`src/sv/bcsi_pkg.sv`:
```
// Shared types and constants for the beacon channel switch element inserter.
// Used by the front end, the item queue, the back end and the top level.
package bcsi_pkg;

    localparam int POS_W        = 17;
    localparam int HEADER_BYTES = 24;
    localparam int FIXED_BYTES  = 12;
    localparam int QUEUE_DEPTH  = 4;

    localparam logic [7:0] CSA_ID   = 8'h25;
    localparam logic [7:0] ESR_ID   = 8'h32;
    localparam logic [7:0] CSA_LEN  = 8'h03;
    localparam logic [7:0] CSA_MODE = 8'h01;

    localparam logic [0:0] CFG_NEW_CHANNEL  = 1'b0;
    localparam logic [0:0] CFG_SWITCH_COUNT = 1'b1;

    typedef enum logic [1:0] {
        KIND_PASS,
        KIND_PRE,
        KIND_POST
    } t_kind;

    typedef struct packed {
        logic [7:0] data;
        logic       last;
        t_kind      kind;
    } t_entry;

endpackage

```
`src/sv/bcsi_front.sv`:
```
// Front end: tracks the frame position and element walk for each accepted byte
// and classifies it into a queue entry. Depends on bcsi_pkg.
module bcsi_front #(
    parameter int MAX_FRAME_BYTES = 4096
) (
    input  logic                i_clk,
    input  logic                i_rst_n,
    input  logic                i_accept,
    input  logic [7:0]          i_byte,
    input  logic                i_last,
    output bcsi_pkg::t_entry    o_entry
);

    localparam int IDX_W = $clog2(MAX_FRAME_BYTES + 1);
    localparam logic [bcsi_pkg::POS_W-1:0] HF =
        bcsi_pkg::POS_W'(bcsi_pkg::HEADER_BYTES + bcsi_pkg::FIXED_BYTES);

    logic [IDX_W-1:0]          r_idx, n_idx;
    logic [15:0]               r_rt_len, n_rt_len;
    logic [bcsi_pkg::POS_W-1:0] r_pos, n_pos;
    logic                      r_expect, n_expect;
    logic                      r_done, n_done;

    logic [bcsi_pkg::POS_W-1:0] idx_ext;
    logic [bcsi_pkg::POS_W-1:0] ie_start;
    logic                       walk;
    bcsi_pkg::t_kind            kind;

    assign idx_ext  = bcsi_pkg::POS_W'(r_idx);
    assign ie_start = {1'b0, r_rt_len} + HF;
    assign walk     = !r_done && (r_idx >= IDX_W'(4)) && (r_idx < IDX_W'(MAX_FRAME_BYTES));

    always_comb begin
        n_idx    = r_idx;
        n_rt_len = r_rt_len;
        n_pos    = r_pos;
        n_expect = r_expect;
        n_done   = r_done;
        kind     = bcsi_pkg::KIND_PASS;

        if (r_idx == IDX_W'(2)) begin
            n_rt_len = {8'h00, i_byte};
        end else if (r_idx == IDX_W'(3)) begin
            n_rt_len = {i_byte, r_rt_len[7:0]};
            n_pos    = {1'b0, i_byte, r_rt_len[7:0]} + HF;
        end

        if (walk && r_expect) begin
            n_pos    = idx_ext + bcsi_pkg::POS_W'(1) + bcsi_pkg::POS_W'(i_byte);
            n_expect = 1'b0;
            if (i_last) begin
                kind = bcsi_pkg::KIND_POST;
            end
        end else if (walk && (idx_ext == r_pos)) begin
            if (i_last || ((i_byte > bcsi_pkg::CSA_ID) && (i_byte != bcsi_pkg::ESR_ID))) begin
                kind = bcsi_pkg::KIND_PRE;
            end else begin
                n_expect = 1'b1;
            end
        end else if (i_last && !r_done && (r_idx >= IDX_W'(4))
                     && ((idx_ext + bcsi_pkg::POS_W'(1)) >= ie_start)) begin
            kind = bcsi_pkg::KIND_POST;
        end

        if (kind != bcsi_pkg::KIND_PASS) begin
            n_done = 1'b1;
        end

        if (i_last) begin
            n_idx    = '0;
            n_rt_len = '0;
            n_pos    = '0;
            n_expect = 1'b0;
            n_done   = 1'b0;
        end else if (r_idx < IDX_W'(MAX_FRAME_BYTES)) begin
            n_idx = r_idx + IDX_W'(1);
        end
    end

    always_ff @(posedge i_clk) begin
        if (!i_rst_n) begin
            r_idx    <= '0;
            r_rt_len <= '0;
            r_pos    <= '0;
            r_expect <= 1'b0;
            r_done   <= 1'b0;
        end else if (i_accept) begin
            r_idx    <= n_idx;
            r_rt_len <= n_rt_len;
            r_pos    <= n_pos;
            r_expect <= n_expect;
            r_done   <= n_done;
        end
    end

    assign o_entry.data = i_byte;
    assign o_entry.last = i_last;
    assign o_entry.kind = kind;

endmodule

```
`src/sv/bcsi_queue.sv`:
```
// Short queue of classified entries between the front and back ends.
// Depends on bcsi_pkg.
module bcsi_queue (
    input  logic             i_clk,
    input  logic             i_rst_n,
    input  logic             i_push,
    input  bcsi_pkg::t_entry i_entry,
    input  logic             i_pop,
    output bcsi_pkg::t_entry o_head,
    output logic             o_empty,
    output logic             o_full
);

    localparam int PTR_W = $clog2(bcsi_pkg::QUEUE_DEPTH);
    localparam int CNT_W = $clog2(bcsi_pkg::QUEUE_DEPTH + 1);

    bcsi_pkg::t_entry r_mem [bcsi_pkg::QUEUE_DEPTH];
    logic [PTR_W-1:0] r_wr_ptr, r_rd_ptr;
    logic [CNT_W-1:0] r_count;

    assign o_head  = r_mem[r_rd_ptr];
    assign o_empty = (r_count == '0);
    assign o_full  = (r_count == CNT_W'(bcsi_pkg::QUEUE_DEPTH));

    always_ff @(posedge i_clk) begin
        if (i_push) begin
            r_mem[r_wr_ptr] <= i_entry;
        end
    end

    always_ff @(posedge i_clk) begin
        if (!i_rst_n) begin
            r_wr_ptr <= '0;
            r_rd_ptr <= '0;
            r_count  <= '0;
        end else begin
            if (i_push) begin
                r_wr_ptr <= r_wr_ptr + PTR_W'(1);
            end
            if (i_pop) begin
                r_rd_ptr <= r_rd_ptr + PTR_W'(1);
            end
            if (i_push && !i_pop) begin
                r_count <= r_count + CNT_W'(1);
            end else if (!i_push && i_pop) begin
                r_count <= r_count - CNT_W'(1);
            end
        end
    end

endmodule

```
`src/sv/bcsi_back.sv`:
```
// Back end: expands each queue entry into one or six output bytes and holds
// them in the output register. Depends on bcsi_pkg.
module bcsi_back (
    input  logic             i_clk,
    input  logic             i_rst_n,
    input  bcsi_pkg::t_entry i_head,
    input  logic             i_head_valid,
    input  logic [7:0]       i_new_channel,
    input  logic [7:0]       i_switch_count,
    input  logic             i_out_stall,
    output logic             o_pop,
    output logic             o_out_valid,
    output logic [7:0]       o_out_byte,
    output logic             o_out_last
);

    logic [2:0] r_step;
    logic       r_out_valid;
    logic [7:0] r_out_byte;
    logic       r_out_last;

    logic       load;
    logic       final_step;
    logic [2:0] elem_pos;
    logic [7:0] elem_byte;
    logic [7:0] sel_byte;
    logic       sel_last;

    assign load = !r_out_valid || !i_out_stall;

    always_comb begin
        elem_pos = (i_head.kind == bcsi_pkg::KIND_PRE) ? r_step : (r_step - 3'd1);
        unique case (elem_pos)
            3'd0:    elem_byte = bcsi_pkg::CSA_ID;
            3'd1:    elem_byte = bcsi_pkg::CSA_LEN;
            3'd2:    elem_byte = bcsi_pkg::CSA_MODE;
            3'd3:    elem_byte = i_new_channel;
            default: elem_byte = i_switch_count;
        endcase
    end

    always_comb begin
        final_step = 1'b1;
        sel_byte   = i_head.data;
        sel_last   = i_head.last;
        unique case (i_head.kind)
            bcsi_pkg::KIND_PRE: begin
                final_step = (r_step == 3'd5);
                if (r_step != 3'd5) begin
                    sel_byte = elem_byte;
                    sel_last = 1'b0;
                end
            end
            bcsi_pkg::KIND_POST: begin
                final_step = (r_step == 3'd5);
                if (r_step == 3'd0) begin
                    sel_last = 1'b0;
                end else begin
                    sel_byte = elem_byte;
                    sel_last = i_head.last && (r_step == 3'd5);
                end
            end
            default: begin
                final_step = 1'b1;
            end
        endcase
    end

    assign o_pop = load && i_head_valid && final_step;

    always_ff @(posedge i_clk) begin
        if (!i_rst_n) begin
            r_step      <= '0;
            r_out_valid <= 1'b0;
        end else if (load) begin
            r_out_valid <= i_head_valid;
            if (i_head_valid) begin
                r_step <= final_step ? 3'd0 : (r_step + 3'd1);
            end
        end
    end

    always_ff @(posedge i_clk) begin
        if (load && i_head_valid) begin
            r_out_byte <= sel_byte;
            r_out_last <= sel_last;
        end
    end

    assign o_out_valid = r_out_valid;
    assign o_out_byte  = r_out_byte;
    assign o_out_last  = r_out_last;

endmodule

```
`src/sv/beacon_channel_switch_ie_insert_core.sv`:
```
// Top level of the beacon channel switch element inserter.
// Instantiates bcsi_front, bcsi_queue and bcsi_back; depends on bcsi_pkg.
//
// Usage:
// A radiotap-prefixed beacon arrives one byte per request on the input
// channel (i_in_valid, o_in_stall, i_in_byte, i_in_last) and leaves on the
// output channel (o_out_valid, i_out_stall, o_out_byte, o_out_last) with a
// five-byte channel switch announcement element added at most once per frame.
// The configuration channel (i_cfg_valid, o_cfg_ready, i_cfg_index,
// i_cfg_data) sets the channel number (index 0) and switch count (index 1);
// it is always ready; the user must write it only while no frame is in flight,
// which the block does not enforce. An accepted byte is written to the queue
// and then loaded from its head into the output register when nothing is
// queued ahead of it. Throughput is one byte per cycle on both sides while
// neither side stalls. The element adds five output bytes per frame; a
// four-entry queue takes up part of them and the input stalls while it is full.
// When the receiver stalls, the output register holds its byte and the
// queue fills, after which the input is stalled.
// Reset is synchronous: it empties the queue and output register, clears
// the frame position and restores channel 11 and switch count 0.
module beacon_channel_switch_ie_insert_core #(
    parameter int MAX_FRAME_BYTES = 4096
) (
    input  logic       i_clk,
    input  logic       i_rst_n,
    input  logic       i_in_valid,
    output logic       o_in_stall,
    input  logic [7:0] i_in_byte,
    input  logic       i_in_last,
    output logic       o_out_valid,
    input  logic       i_out_stall,
    output logic [7:0] o_out_byte,
    output logic       o_out_last,
    input  logic       i_cfg_valid,
    output logic       o_cfg_ready,
    input  logic [0:0] i_cfg_index,
    input  logic [7:0] i_cfg_data
);

    logic             in_accept;
    logic             q_full;
    logic             q_empty;
    logic             q_pop;
    bcsi_pkg::t_entry front_entry;
    bcsi_pkg::t_entry q_head;
    logic [7:0]       r_new_channel;
    logic [7:0]       r_switch_count;

    assign o_in_stall  = q_full;
    assign in_accept   = i_in_valid && !q_full;
    assign o_cfg_ready = 1'b1;

    always_ff @(posedge i_clk) begin
        if (!i_rst_n) begin
            r_new_channel  <= 8'd11;
            r_switch_count <= 8'd0;
        end else if (i_cfg_valid) begin
            unique case (i_cfg_index)
                bcsi_pkg::CFG_NEW_CHANNEL:  r_new_channel  <= i_cfg_data;
                bcsi_pkg::CFG_SWITCH_COUNT: r_switch_count <= i_cfg_data;
                default:                    r_new_channel  <= r_new_channel;
            endcase
        end
    end

    bcsi_front #(
        .MAX_FRAME_BYTES(MAX_FRAME_BYTES)
    ) u_front (
        .i_clk    (i_clk),
        .i_rst_n  (i_rst_n),
        .i_accept (in_accept),
        .i_byte   (i_in_byte),
        .i_last   (i_in_last),
        .o_entry  (front_entry)
    );

    bcsi_queue u_queue (
        .i_clk   (i_clk),
        .i_rst_n (i_rst_n),
        .i_push  (in_accept),
        .i_entry (front_entry),
        .i_pop   (q_pop),
        .o_head  (q_head),
        .o_empty (q_empty),
        .o_full  (q_full)
    );

    bcsi_back u_back (
        .i_clk          (i_clk),
        .i_rst_n        (i_rst_n),
        .i_head         (q_head),
        .i_head_valid   (!q_empty),
        .i_new_channel  (r_new_channel),
        .i_switch_count (r_switch_count),
        .i_out_stall    (i_out_stall),
        .o_pop          (q_pop),
        .o_out_valid    (o_out_valid),
        .o_out_byte     (o_out_byte),
        .o_out_last     (o_out_last)
    );

endmodule

```
`config.mk`:
```
export PLATFORM = sky130hd
export DESIGN_NAME = beacon_channel_switch_ie_insert_core
export DESIGN_NICKNAME = d
export VERILOG_FILES = /design/src/sv/bcsi_pkg.sv /design/src/sv/bcsi_front.sv /design/src/sv/bcsi_queue.sv /design/src/sv/bcsi_back.sv /design/src/sv/beacon_channel_switch_ie_insert_core.sv
export SDC_FILE = /design/constraint.sdc
export NUM_CORES = 1
export LEC_CHECK = 0
export ABC_CLOCK_PERIOD_IN_PS = 3200
export BUFFER_PORTS_ARGS = -buffer_cell sky130_fd_sc_hd__buf_2
export CAP_MARGIN = 20
export CORE_MARGIN = 3
export CORE_UTILIZATION = 35
export DETAILED_ROUTE_END_ITERATION = 8
export SYNTH_ARGS = -nofsm -noshare
export SYNTH_HDL_FRONTEND = slang
export SYNTH_SLANG_ARGS = --single-unit
```
`constraint.sdc`:
```
create_clock -name i_clk -period 3.2 [get_ports i_clk]
set_clock_uncertainty 0.05 [all_clocks]
set_input_delay 0.32 -clock i_clk [delete_from_list [all_inputs] [get_ports i_clk]]
set_output_delay 0.32 -clock i_clk [all_outputs]
set_load 0.1 [all_outputs]
```
== Word-level counts from Yosys, hierarchy flattened ==
Memories as Yosys holds them, arrays and structs flattened. A register that Yosys moved wholly into a read port is not among the register bits.
Cells that the tools add are included.

* $add $sub $neg: 11
* Magnitude comparators: 4
* Equality and inequality tests: 14
* Multiplexer cells: 36
* Bitwise operators: 2
* Reductions and logical operators: 44

{| class="wikitable"
|+ Operators with widths
! kind !! count
|-
| two-way mux 17 bit || 4
|-
| two-way mux 16 bit || 3
|-
| adder 16 x 6 -> 17 bit, second input constant || 2
|-
| case mux 8 bit (4 select lines) || 1
|-
| == test 13 x 2 -> 1 bit, second input constant || 2
|-
| two-way mux 13 bit || 2
|-
| adder 17 x 8 -> 17 bit || 1
|-
| == test 13 x 17 -> 1 bit || 1
|-
| greater-or-equal comparator 17 bit || 1
|-
| two-way mux 8 bit || 2
|-
| case mux 8 bit (2 select lines) || 1
|-
| adder 13 x 1 -> 14 bit, second input constant || 1
|-
| logical AND 1 bit || 14
|-
| AND reduction 2 bit || 7
|-
| adder 13 x 1 -> 13 bit, second input constant || 1
|-
| greater-or-equal comparator 13 x 3 -> 1 bit, second input constant || 1
|-
| less-than comparator 13 bit, second input constant || 1
|-
| two-way mux 1 bit || 12
|-
| two-way mux 2 bit || 6
|-
| two-way mux 3 bit || 4
|-
| nonzero test 2 bit || 5
|-
| zero test 3 bit || 3
|-
| nonzero test 3 bit || 3
|-
| greater-than comparator 8 x 6 -> 1 bit, second input constant || 1
|-
| 17 further kinds || 32
|}

* Flip-flop bits (word level): 84
* Bits in writable memories: 44
* Input bits: 23
* Output and inout bits: 12
* Word-level logic and storage cells: 127
* Memories kept: 1

{| class="wikitable"
|+ Memory list
! name !! words !! width !! rd ports !! clocked after memory_dff !! write ports !! line !! RTL
|-
| u_queue.r_mem || 4 || 11 || 1 || 1 || 1 || bcsi_queue.sv:17 || <nowiki>bcsi_pkg::t_entry r_mem [bcsi_pkg::QUEUE_DEPTH];</nowiki>
|}

== Depth between registers and ports, before layout ==
Gate-level depths: netlist of the first run.

* Depth after elaboration: 10
* Gate-level depth with buffers: 12
* Gate-level depth less buffers: 11

== By module ==
From an unflattened synthesis of the first run, not the netlist that was laid out.

* Cells, all modules: 735
* Area total of the unflattened synthesis: 7,327.0 um2

{| class="wikitable"
|+ Modules (own cells, without submodules)
! module !! instances !! cells an instance !! area an instance (um2) !! sequential area each (um2)
|-
| bcsi_front || 1 || 467 || 3,701.0 || 960.9
|-
| bcsi_queue || 1 || 100 || 2,034.5 || 1,501.4
|-
| bcsi_back || 1 || 97 || 938.4 || 350.3
|-
| beacon_channel_switch_ie_insert_core || 1 || 71 || 653.1 || 320.3
|}

== Worst setup path before layout of the first run ==
OpenSTA, ideal clock, no wires.

* Kind: flip-flop to flip-flop
* From: register u_queue.r_count[0]
* To: register u_queue.r_count[2]
* Library setup time: 0.070 ns
* Arrival: 4.338 ns
* Required time: 3.080 ns
* Path slack: -1.259 ns
* Cell stages (with the launch flop): 12
* Buffers on the path: 2
* Period minus slack after synthesis: 4.459 ns
* Path through: dfxtp_1 > nor3b_1 > nand2b_1 > buf_2 > clkinv_1 > clkbuf_1 > ha_1 > inv_1 > fa_1 > xor2_1 > or3_1 > a21oi_1

* Elaborated cells on any way between the ends: 16
* Those cells by class: add/sub (2); eq/ne (1); mux (2); reduce/logical (11)

{| class="wikitable"
|+ RTL lines
! element !! line !! RTL
|-
| from (decl) || bcsi_queue.sv:19 || <nowiki>logic [CNT_W-1:0] r_count;</nowiki>
|-
| from (signal assigned) || bcsi_queue.sv:44 || <nowiki>r_count <= r_count + CNT_W'(1);</nowiki>
|-
| from (signal assigned) || bcsi_queue.sv:46 || <nowiki>r_count <= r_count - CNT_W'(1);</nowiki>
|-
| == test 3 bit * || bcsi_queue.sv:23 || <nowiki>assign o_full = (r_count == CNT_W'(bcsi_pkg::QUEUE_DEPTH));</nowiki>
|-
| via o_in_stall || beacon_channel_switch_ie_insert_core.sv:27 || <nowiki>output logic o_in_stall,</nowiki>
|-
| zero test 1 bit * || beacon_channel_switch_ie_insert_core.sv:50 || <nowiki>assign in_accept = i_in_valid && !q_full;</nowiki>
|-
| logical AND 1 bit * || beacon_channel_switch_ie_insert_core.sv:50 ||
|-
| via in_accept || beacon_channel_switch_ie_insert_core.sv:40 || <nowiki>logic in_accept;</nowiki>
|-
| zero test 1 bit || bcsi_queue.sv:45 || <nowiki>end else if (!i_push && i_pop) begin</nowiki>
|-
| logical AND 1 bit || bcsi_queue.sv:45 ||
|-
| nonzero test 2 bit (no source line) || - ||
|}

The timed path passes the listed nets; every way through them passes the cells marked *. The select of a mux whose other input is x is not followed.
A chain may end at the register's enable or synchronous reset.

==> results.json, run 1 <==
{
  "ioPinCount": 35,
  "met2_usage_pct": 28.23,
  "avgSynthCellArea_um2": 9.550,
  "grt_pass1_vias": 5484,
  "syn_inst": 746,
  "crit_path_max_fanout": 8,
  "worstSetupPathType": "reg2reg",
  "gp_congestion": 0.9236,
  "ctsLongestPathBuffers": 2,
  "antenna_left": 0,
  "final_common_cell": "nor2_1",
  "clk_pin_slew_ns": 0.06,
  "syn_nets": 805,
  "max_freq_mhz": 328.5,
  "ys_ff_latch": 130,
  "cts_hold_buf": 0,
  "ys_seq_area_share_pct": 43.98,
  "relSlewSlack_pct": 49.11,
  "crit_required_ns": 3.32,
  "hp-class": "in2reg",
  "port_buffers": 33,
  "syn2layout_area_growth_pct": 15.61,
  "grtUsageMet1_pct": 23.39,
  "synth_cell_type_count": 72,
  "fin_crit_ns": 3.044,
  "syn-cell-area_mm2": 0.007124,
  "drc": 0,
  "grt_use_total_pct": 17.33,
  "hpwl_mm": 13.51,
  "drive_gt1_share_pct": 16.08,
  "leakagePower_uw": 0.003137,
  "outcome": "finished, final reports clean",
  "final_nets": 842,
  "start_util_pct": 36.13,
  "cts_tree": "built",
  "final_hold_viol_count": 0,
  "antenna_found_initial": 0,
  "fin_util_pct": 41.77,
  "drtPass1Iterations": 5,
  "cts_sinks": 130,
  "globalRouteMet3Util_pct": 3.443,
  "die_h_um": 148.7,
  "fin_tns_setup_ns": 0,
  "routed_wl_mm": 18.62,
  "worstSetupEndpointType": "flop",
  "arrival_ns": 3.17,
  "dr_total_vias": 5673,
  "wl_per_cell_um": 17.55,
  "clockRootBuffer": "clkbuf_16",
  "yosys_warnings": 0,
  "rsz0062_at_grt": "false",
  "busiest_layer": "met2",
  "n_antenna_cell": 0,
  "synth_edf_count": 53,
  "setup_viol": 0,
  "maxCapViolCount": 0,
  "coreArea_mm2": 0.01972,
  "dp_cells": 1029,
  "cts_buffers": 17,
  "grt_pass1_wl_mm": 29.81,
  "dieArea_mm2": 0.02210,
  "drtIter0Drc": 410,
  "slew_violations": 0,
  "rows": 51,
  "synthArstFlopShare_pct": 0,
  "tightest_slew_ns": 0.7583,
  "htree_levels": 4,
  "viasPerCell": 5.347,
  "fin_cells": 1061,
  "powerDensity_mw_per_mm2": 672.3,
  "clk_latency_ns": 0.42,
  "die_w_um": 148.7,
  "ir_drop_uv": 440.8,
  "critPathLaunchType": "flop",
  "grt_max_degree": 25,
  "ys.flop_type": "dfxtp_1",
  "fin_crit_sh_pct": 95.14,
  "grt_overflow": 0,
  "final_cell_mix": "nor2_1, dfxtp_1, nand2_1, edfxtp_1, a21oi_1"
}
synth_stat cells (7+ instances only):
cell	n	area, um2
nand3_1	34	170.2
o21a_1	7	52.55
mux4_2	11	247.7
o22ai_1	7	43.79
a21oi_1	49	245.2
clkbuf_1	27	101.4
xor2_1	31	271.5
nor4_1	8	50.05
nand4_1	9	56.30
edfxtp_1	53	1592
nand2_1	70	262.8
nor2b_1	7	43.79
nor2_1	78	292.8
o21ai_0	13	65.06
dfxtp_1	77	1541
xnor2_1	27	236.5
inv_1	29	108.9
nor3_1	15	75.07
nand2b_1	9	56.30
ha_1	34	425.4
a22oi_1	30	225.2
buf_2	14	70.07
kinds of logic (layout without fill, tap and decap cells):
group | Yosys count | count (layout) | synth area share [%]
and+or+nand+nor | 271 | 271 | 18.55
AOI/OAI and AO/OA | 157 | 157 | 14.82
DFF | 130 | 130 | 43.98
buffers and inverters | 77 | 127 | 4.724
xor gates and xnor gates | 58 | 58 | 7.130
adders and majority gates | 36 | 36 | 6.533
muxes | 16 | 16 | 4.215
other | 1 | 1 | 0.05264
final timing paths:
| path | to | slack [ns] | from | cells past startpoint |
|---|---|---|---|---|
| setup / recovery | u_queue.r_mem[3][1] | 0.16 | u_front.r_idx[8] | 9 |
| hold / removal | r_new_channel[3] | 0.08 | i_cfg_data[3] | 3 |
| setup reg to reg | u_queue.r_mem[3][1] | 0.16 | u_front.r_idx[8] | 9 |
| hold reg to reg | u_front.r_pos[14] | 0.41 | u_front.r_pos[14] | 2 |
layer usage:
metal,vias up,wire [um]
met5,-,0
met4,0,331
met3,27,893
met2,157,8779
met1,2720,8612
li1,2769,-
area by class of cell:
class	instances	area, um2
well taps	265	331.6
fillers	1918	11480
clock buffers	22	505.5
flip-flops and latches	130	3136
multi-input cells	539	3676
clock inverters	10	73.82
inverters	31	116.4
repair buffers	64	397.9
power breakdown:
part	internal [uW]	switching (uW)
registers	1940	87.1
logic	495	1160
clock network	1120	729
registers in the layout (all words and copies together) (netlist names), named ones only:
name and flops:
u_back.r_step 3, u_queue.r_rd_ptr 2, u_back.o_out_byte 8, r_new_channel 8
u_front.r_pos 17, u_queue.r_wr_ptr 2, u_queue.r_count 3, u_front.r_rt_len 16
u_back.o_out_valid 1, u_front.r_idx 13, u_queue.r_mem 44, r_switch_count 8
u_front.r_expect 1, u_front.r_done 1, u_back.o_out_last 1
per-stage QoR:
step	cell area [um2]	hold WS [ns]	setup slack, ns	total power, uW
after floorplan	7136	0.3689	0.1591	3335
after global placement	7645	0.3905	0.2345	3725
after detailed placement	7645	0.3998	0.1670	3733
after CTS	8224	0.07176	0.1508	5586
after global routing	8237	0.09730	0.001207	5825
final	8237	0.08250	0.1556	5537
worst max-delay path: stages, from the launching register on:
cell and delay [ns]:
dfxtp_1 0.59, and4_1 0.36, and3_1 0.21, xor2_1 0.37
ha_1 0.24, nand4_1 0.09, nor3_1 0.22, o21ai_0 0.12
a22o_1 0.21, a2bb2oi_1 0.35
timing repair:
action | 4_1_cts | 5_1_grt
buffers inserted | 0 | 0
gates resized for setup | 0 | 4
endpoints found under the setup margin | 0 | 5
Power figures use the tool's default switching activity.
==> run 2, diff against run 1 <==
--- a/config.mk
+++ b/config.mk
@@ -7,3 +7,3 @@
 export LEC_CHECK = 0
-export ABC_CLOCK_PERIOD_IN_PS = 3200
+export ABC_CLOCK_PERIOD_IN_PS = 2800
 export BUFFER_PORTS_ARGS = -buffer_cell sky130_fd_sc_hd__buf_2
==> constraint.sdc (replaced) <==
create_clock -name i_clk -period 2.8 [get_ports i_clk]
set_clock_uncertainty 0.05 [all_clocks]
set_input_delay 0.28 -clock i_clk [delete_from_list [all_inputs] [get_ports i_clk]]
set_output_delay 0.28 -clock i_clk [all_outputs]
set_load 0.005 [all_outputs]
==> results.json, run 2 (same netlist as run 1, synthesis figures left out) <==
{
  "routed_wl_mm": 19.07,
  "final_cell_area_mm2": 0.008668,
  "fin_util_pct": 43.96,
  "critPathLaunchType": "flop",
  "powerDensity_mw_per_mm2": 686.9,
  "r2r-start": "u_front.r_idx[7]",
  "dr_total_vias": 5859,
  "final_nets": 890,
  "wl_per_cell_um": 17.20,
  "largestRegisters": "u_queue.r_mem x44, u_front.r_pos x17, u_front.r_rt_len x16",
  "fin_tns_setup_ns": 0,
  "max_freq_mhz": 373.7,
  "drtPass1Iterations": 5,
  "ir_drop_uv": 383.3,
  "hp-start": "i_cfg_data[0]",
  "drtIter0Drc": 436,
  "die_h_um": 148.7,
  "cts_buffers": 17,
  "rows": 51,
  "grt_max_degree": 34,
  "relSlewSlack_pct": 52.54,
  "hold_slack_ns": 0.05300,
  "final_common_cell": "buf_4",
  "fin_crit_ns": 2.676,
  "viasPerCell": 5.283,
  "die_w_um": 148.7,
  "hp-class": "in2reg",
  "n_antenna_cell": 0,
  "crit_start": "u_front.r_idx[7]",
  "setup_viol": 0,
  "crit_required_ns": 2.88,
  "dieArea_mm2": 0.02210,
  "crit_path_max_fanout": 7,
  "grt_overflow": 0,
  "syn2layout_area_growth_pct": 21.67,
  "hpwl_mm": 13.97,
  "slew_violations": 0,
  "gp_congestion": 0.9217,
  "critical-path-max-stage-delay_ns": 0.59,
  "total_power_uw": 5954,
  "cts_hold_buf": 0,
  "grt_pass1_wl_mm": 30.64,
  "n_fill_cell": 1891,
  "placed_cell_area_mm2": 0.007996,
  "clk_pin_slew_ns": 0.06,
  "fin_crit_sh_pct": 95.56,
  "grt_use_total_pct": 17.76,
  "leakagePower_uw": 0.003381,
  "outcome": "finished, final reports clean",
  "largest_reg_flops": 44,
  "worstSetupPathType": "reg2reg",
  "start_util_pct": 36.13,
  "cts_tree": "built",
  "maxCapViolCount": 0,
  "arrival_ns": 2.76,
  "critPathSlowestCell": "a2111oi_0",
  "drc": 0,
  "final_cell_mix": "buf_4, nor2_1, dfxtp_1, nand2_1, edfxtp_1",
  "antenna_left": 0,
  "path_cells": "and4_1, and3_1, xor2_1, ha_1, a2111oi_0, a2bb2oi_2",
  "worstSetupEndpointType": "flop",
  "port_buffers": 33,
  "htree_levels": 4,
  "clockRootBuffer": "clkbuf_16",
  "drive_gt1_share_pct": 22.63,
  "clk_latency_ns": 0.42,
  "antenna_found_initial": 0,
  "tightest_slew_ns": 0.7114,
  "grt_pass1_vias": 5818,
  "top_register": "u_queue.r_mem",
  "final_hold_viol_count": 0,
  "ctsLongestPathBuffers": 2,
  "ioPinCount": 35,
  "cts_sinks": 130,
  "coreArea_mm2": 0.01972
}
run 2: changes by cell type in the layout (fill, tap and decap cells not counted), moves of 3 or more:
cell      change
buf_4        +48
dfxtp_1       -3
clkbuf_8      -4
inv_6         +4
run 2: metal layers:
metal | vias to the layer above | global-route usage (%) | routed length [um]
li1 | 2865 | - | -
met1 | 2808 | 23.03 | 8581
met2 | 158 | 29.51 | 9183
met3 | 28 | 4.296 | 947
met4 | 0 | 5.312 | 362
met5 | - | 0 | 0
run 2: power by group:
part           switching (uW)  total, uW  internal, uW
Combinational             788       1420           636
Clock                     893       2210          1320
Sequential               92.5       2320          2220
run 2: metrics by stage:
stage          instances  setup slack, ns
2_1_floorplan        746         -0.06038
3_3_place_gp        1075          0.07353
3_5_place_dp        1075        -0.007815
4_1_cts             1107         0.001289
5_1_grt             1109        -0.008047
6_report            1109           0.1244
run 2: worst paths after layout:
path         cells after the start                   to  slack (ns)
max                              6  u_queue.r_mem[0][1]        0.12
min                              3     r_new_channel[0]        0.05
max reg2reg                      6  u_queue.r_mem[0][1]        0.12
min reg2reg                      2     r_new_channel[4]        0.41
run 2: layout make-up:
cell class                      instances  area, um2  share of cell area [%]
Multi-Input combinational cell        539       3737                   43.11
Inverter                               31      116.4                   1.342
Clock buffer                           18      429.2                   4.951
Sequential cell                       130       3144                   36.27
Timing Repair Buffer                  112      758.2                   8.747
Tap cell                              265      331.6                   3.825
Clock inverter                         14      151.4                   1.747
run 2: repair_timing:
item | 4_1_cts | 5_1_grt
endpoints found under the setup margin | 4 | 11
setup buffers | 0 | 2
gates cloned | 0 | 0
pin swaps | 0 | 4
resized for setup | 1 | 22
hold endpoints to repair | 0 | 0
run 2: critical path: cells and delay by family, from the launching register on:
family	cells	cell delay, ns
flip-flops	1	0.50
XOR/XNOR	1	0.27
AO/OA/AOI/OAI	2	0.77
AND/OR/NAND/NOR	2	0.48
adder cells (fa/ha/maj)	1	0.32
==> run 3, diff against run 2 <==
- SYNTH_HIERARCHICAL: unset -> 1
==> results.json, run 3 <==
{
  "largest_reg_flops": 44,
  "multi_input_area_mm2": 0.004038,
  "maxCapViolCount": 0,
  "crit_path_end": "u_front/r_pos[10]",
  "avgSynthCellArea_um2": 9.969,
  "path_cells": "ha_4, buf_4, xor2_4, buf_4, ha_1, nor2b_2, o21a_1, o21ai_2, a221oi_2, xnor2_1, o41ai_1, a21o_1",
  "crit_path_max_fanout": 7,
  "port_buffers": 33,
  "crit_start": "u_front/r_idx[1]",
  "antenna_left": 0,
  "r2r-start": "u_front/r_idx[1]",
  "synth_edf_count": 53,
  "seq_area_mm2": 0.003151,
  "drtIter0Drc": 392,
  "critPathSlowestCell": "dfxtp_4",
  "hpwl_mm": 12.82,
  "die_w_um": 150.7,
  "clockRootBuffer": "clkbuf_16",
  "cts_buffers": 17,
  "crit_top_cell": "buf_4",
  "hold_slack_ns": 0.07063,
  "ys.flop_type": "dfxtp_1",
  "clk_pin_slew_ns": 0.06,
  "leakagePower_uw": 0.003410,
  "top_register": "u_queue/r_mem",
  "n_fill_cell": 1968,
  "htree_levels": 4,
  "ioPinCount": 35,
  "reg2reg_depth": 12,
  "routed_wl_mm": 18.19,
  "ctsLongestPathBuffers": 2,
  "clk_latency_ns": 0.42,
  "max_freq_mhz": 369.9,
  "worst-path-stages": 12,
  "cts_tree": "built",
  "fin_crit_sh_pct": 96.56,
  "drc": 0,
  "placed_cell_area_mm2": 0.008064,
  "tightest_slew_ns": 0.5894,
  "antenna_found_initial": 0,
  "pre_cts_ws_ns": -0.1760,
  "worst_slack_ns": 0.09639,
  "drive_gt1_share_pct": 26.58,
  "yosysMostFrequentCell": "dfxtp_1",
  "grt_pass1_vias": 5547,
  "die_h_um": 150.7,
  "grt_pass1_wl_mm": 28.88,
  "rsz0062_at_grt": "true",
  "final_common_cell": "buf_4",
  "worstSetupEndpointType": "flop",
  "dr_total_vias": 5776,
  "cts_sinks": 130,
  "cts_hold_buf": 0,
  "final_hold_viol_count": 0,
  "reg2reg_to": "u_front/r_pos[10]",
  "synth_area_leaders": "edfxtp_1, dfxtp_1, ha_1, nor2_1, xnor2_1",
  "yosys_warnings": 6,
  "cp.buffers_inverters": 2,
  "synth_top_cell_area_share_pct": 21.72,
  "syn-cell-area_mm2": 0.007327,
  "final_nets": 871,
  "wl_per_cell_um": 16.63,
  "syn2layout_area_growth_pct": 22.13,
  "start_util_pct": 35.86,
  "fin_crit_ns": 2.704,
  "critical-path-max-stage-delay_ns": 0.36,
  "syn_nets": 795,
  "outcome": "finished, final reports clean",
  "ys_ff_latch": 130,
  "dieArea_mm2": 0.02271,
  "grt_overflow": 0,
  "synthArstFlopShare_pct": 0,
  "ir_drop_uv": 369.6,
  "viasPerCell": 5.280,
  "largestRegisters": "u_queue/r_mem x44, u_front/r_pos x17, u_front/r_rt_len x16",
  "fin_tns_setup_ns": 0,
  "r2r_slack_ns": 0.1,
  "drtPass1Iterations": 5,
  "synth_top_cell_by_area": "edfxtp_1",
  "arrival_ns": 3.02,
  "critPathLaunchType": "flop",
  "synth_common_cells": "dfxtp_1, nor2_1, edfxtp_1",
  "worstSetupPathType": "reg2reg",
  "slew_violations": 0,
  "hp-class": "in2reg",
  "relSlewSlack_pct": 60.70,
  "setup_viol": 0,
  "grt_max_degree": 38,
  "gp_congestion": 0.8422,
  "final_cell_mix": "buf_4, nor2_1, dfxtp_1, edfxtp_1, nand2_1",
  "grt_use_total_pct": 16.41,
  "powerDensity_mw_per_mm2": 702.3,
  "n_antenna_cell": 0,
  "rows": 52,
  "final_cell_area_mm2": 0.008949,
  "fin_cells": 1094,
  "dp_cells": 1055,
  "ys_seq_area_share_pct": 42.76,
  "coreArea_mm2": 0.02043,
  "synth_cell_type_count": 81,
  "crit_required_ns": 3.12,
  "syn_inst": 735,
  "crit_family": "compound AO/OA/AOI/OAI gates"
}
[run 3: logic make-up after synthesis]
kind of cell / Yosys count / share of synthesized area [%]
DFF: 130 / 42.76
muxes: 28 / 5.772
and+or+nand+nor: 254 / 17.93
adders and majority gates: 37 / 6.523
xor gates and xnor gates: 53 / 6.335
other: 1 / 0.05118
buffers and inverters: 80 / 5.908
AOI/OAI and AO/OA: 152 / 14.72
[run 3: routing by layer]
layer / vias up / track usage, % / wire, um
met5: - / 0 / 0
met4: 0 / 5.394 / 348
met3: 28 / 3.672 / 882
met2: 161 / 28.55 / 9050
met1: 2786 / 20.13 / 7910
li1: 2801 / - / -
[run 3: where the power goes]
group | switching, uW | internal (uW) | leakage (uW)
clock | 948 | 1270 | 0.000290
sequential | 105 | 2240 | 0.00112
combinational | 919 | 803 | 0.00200
total | 1970 | 4310 | 0.00341
[run 3: worst register-to-register path, stage by stage, from the launching register on]
cell and delay (ns):
dfxtp_4 0.36, ha_4 0.16, buf_4 0.17, xor2_4 0.16
buf_4 0.13, ha_1 0.31, nor2b_2 0.17, o21a_1 0.18
o21ai_2 0.24, a221oi_2 0.10, xnor2_1 0.14, o41ai_1 0.31
a21o_1 0.15
[run 3: worst min-delay path by stage]
| stage | end | slack [ns] | depth (start not counted) | from |
|---|---|---|---|---|
| floorplan | u_back/r_step[0] | 0.35 | 1 | i_rst_n |
| global placement | r_switch_count[3] | 0.40 | 2 | r_switch_count[3] |
| detailed placement | r_switch_count[0] | 0.40 | 2 | r_switch_count[0] |
| CTS | r_switch_count[3] | 0.05 | 3 | i_cfg_data[3] |
| global route | r_switch_count[3] | 0.08 | 3 | i_cfg_data[3] |
| finish | r_switch_count[3] | 0.07 | 3 | i_cfg_data[3] |
[run 3: cell type report]
cell class	count	share of cell area, %
multi-input cells	525	45.12
clock inverters	15	1.790
flip-flops and latches	130	35.21
inverters	29	1.216
repair buffers	108	8.138
well taps	270	3.775
clock buffers	17	4.754
[run 3: per-stage QoR]
| stage | utilization, % | total power, uW |
|---|---|---|
| detailed placement | 39.47 | 4049 |
| global placement | 39.47 | 4027 |
| finish | 43.80 | 6284 |
| CTS | 42.54 | 6293 |
| global route | 43.80 | 6632 |
| floorplan | - | 3598 |
[run 3: what timing repair did]
| action | in CTS | in global routing |
|---|---|---|
| gates cloned | 0 | 0 |
| resized for setup | 11 | 44 |
| setup endpoints to repair | 7 | 18 |
| pin swaps | 2 | 14 |
| setup buffers | 0 | 7 |
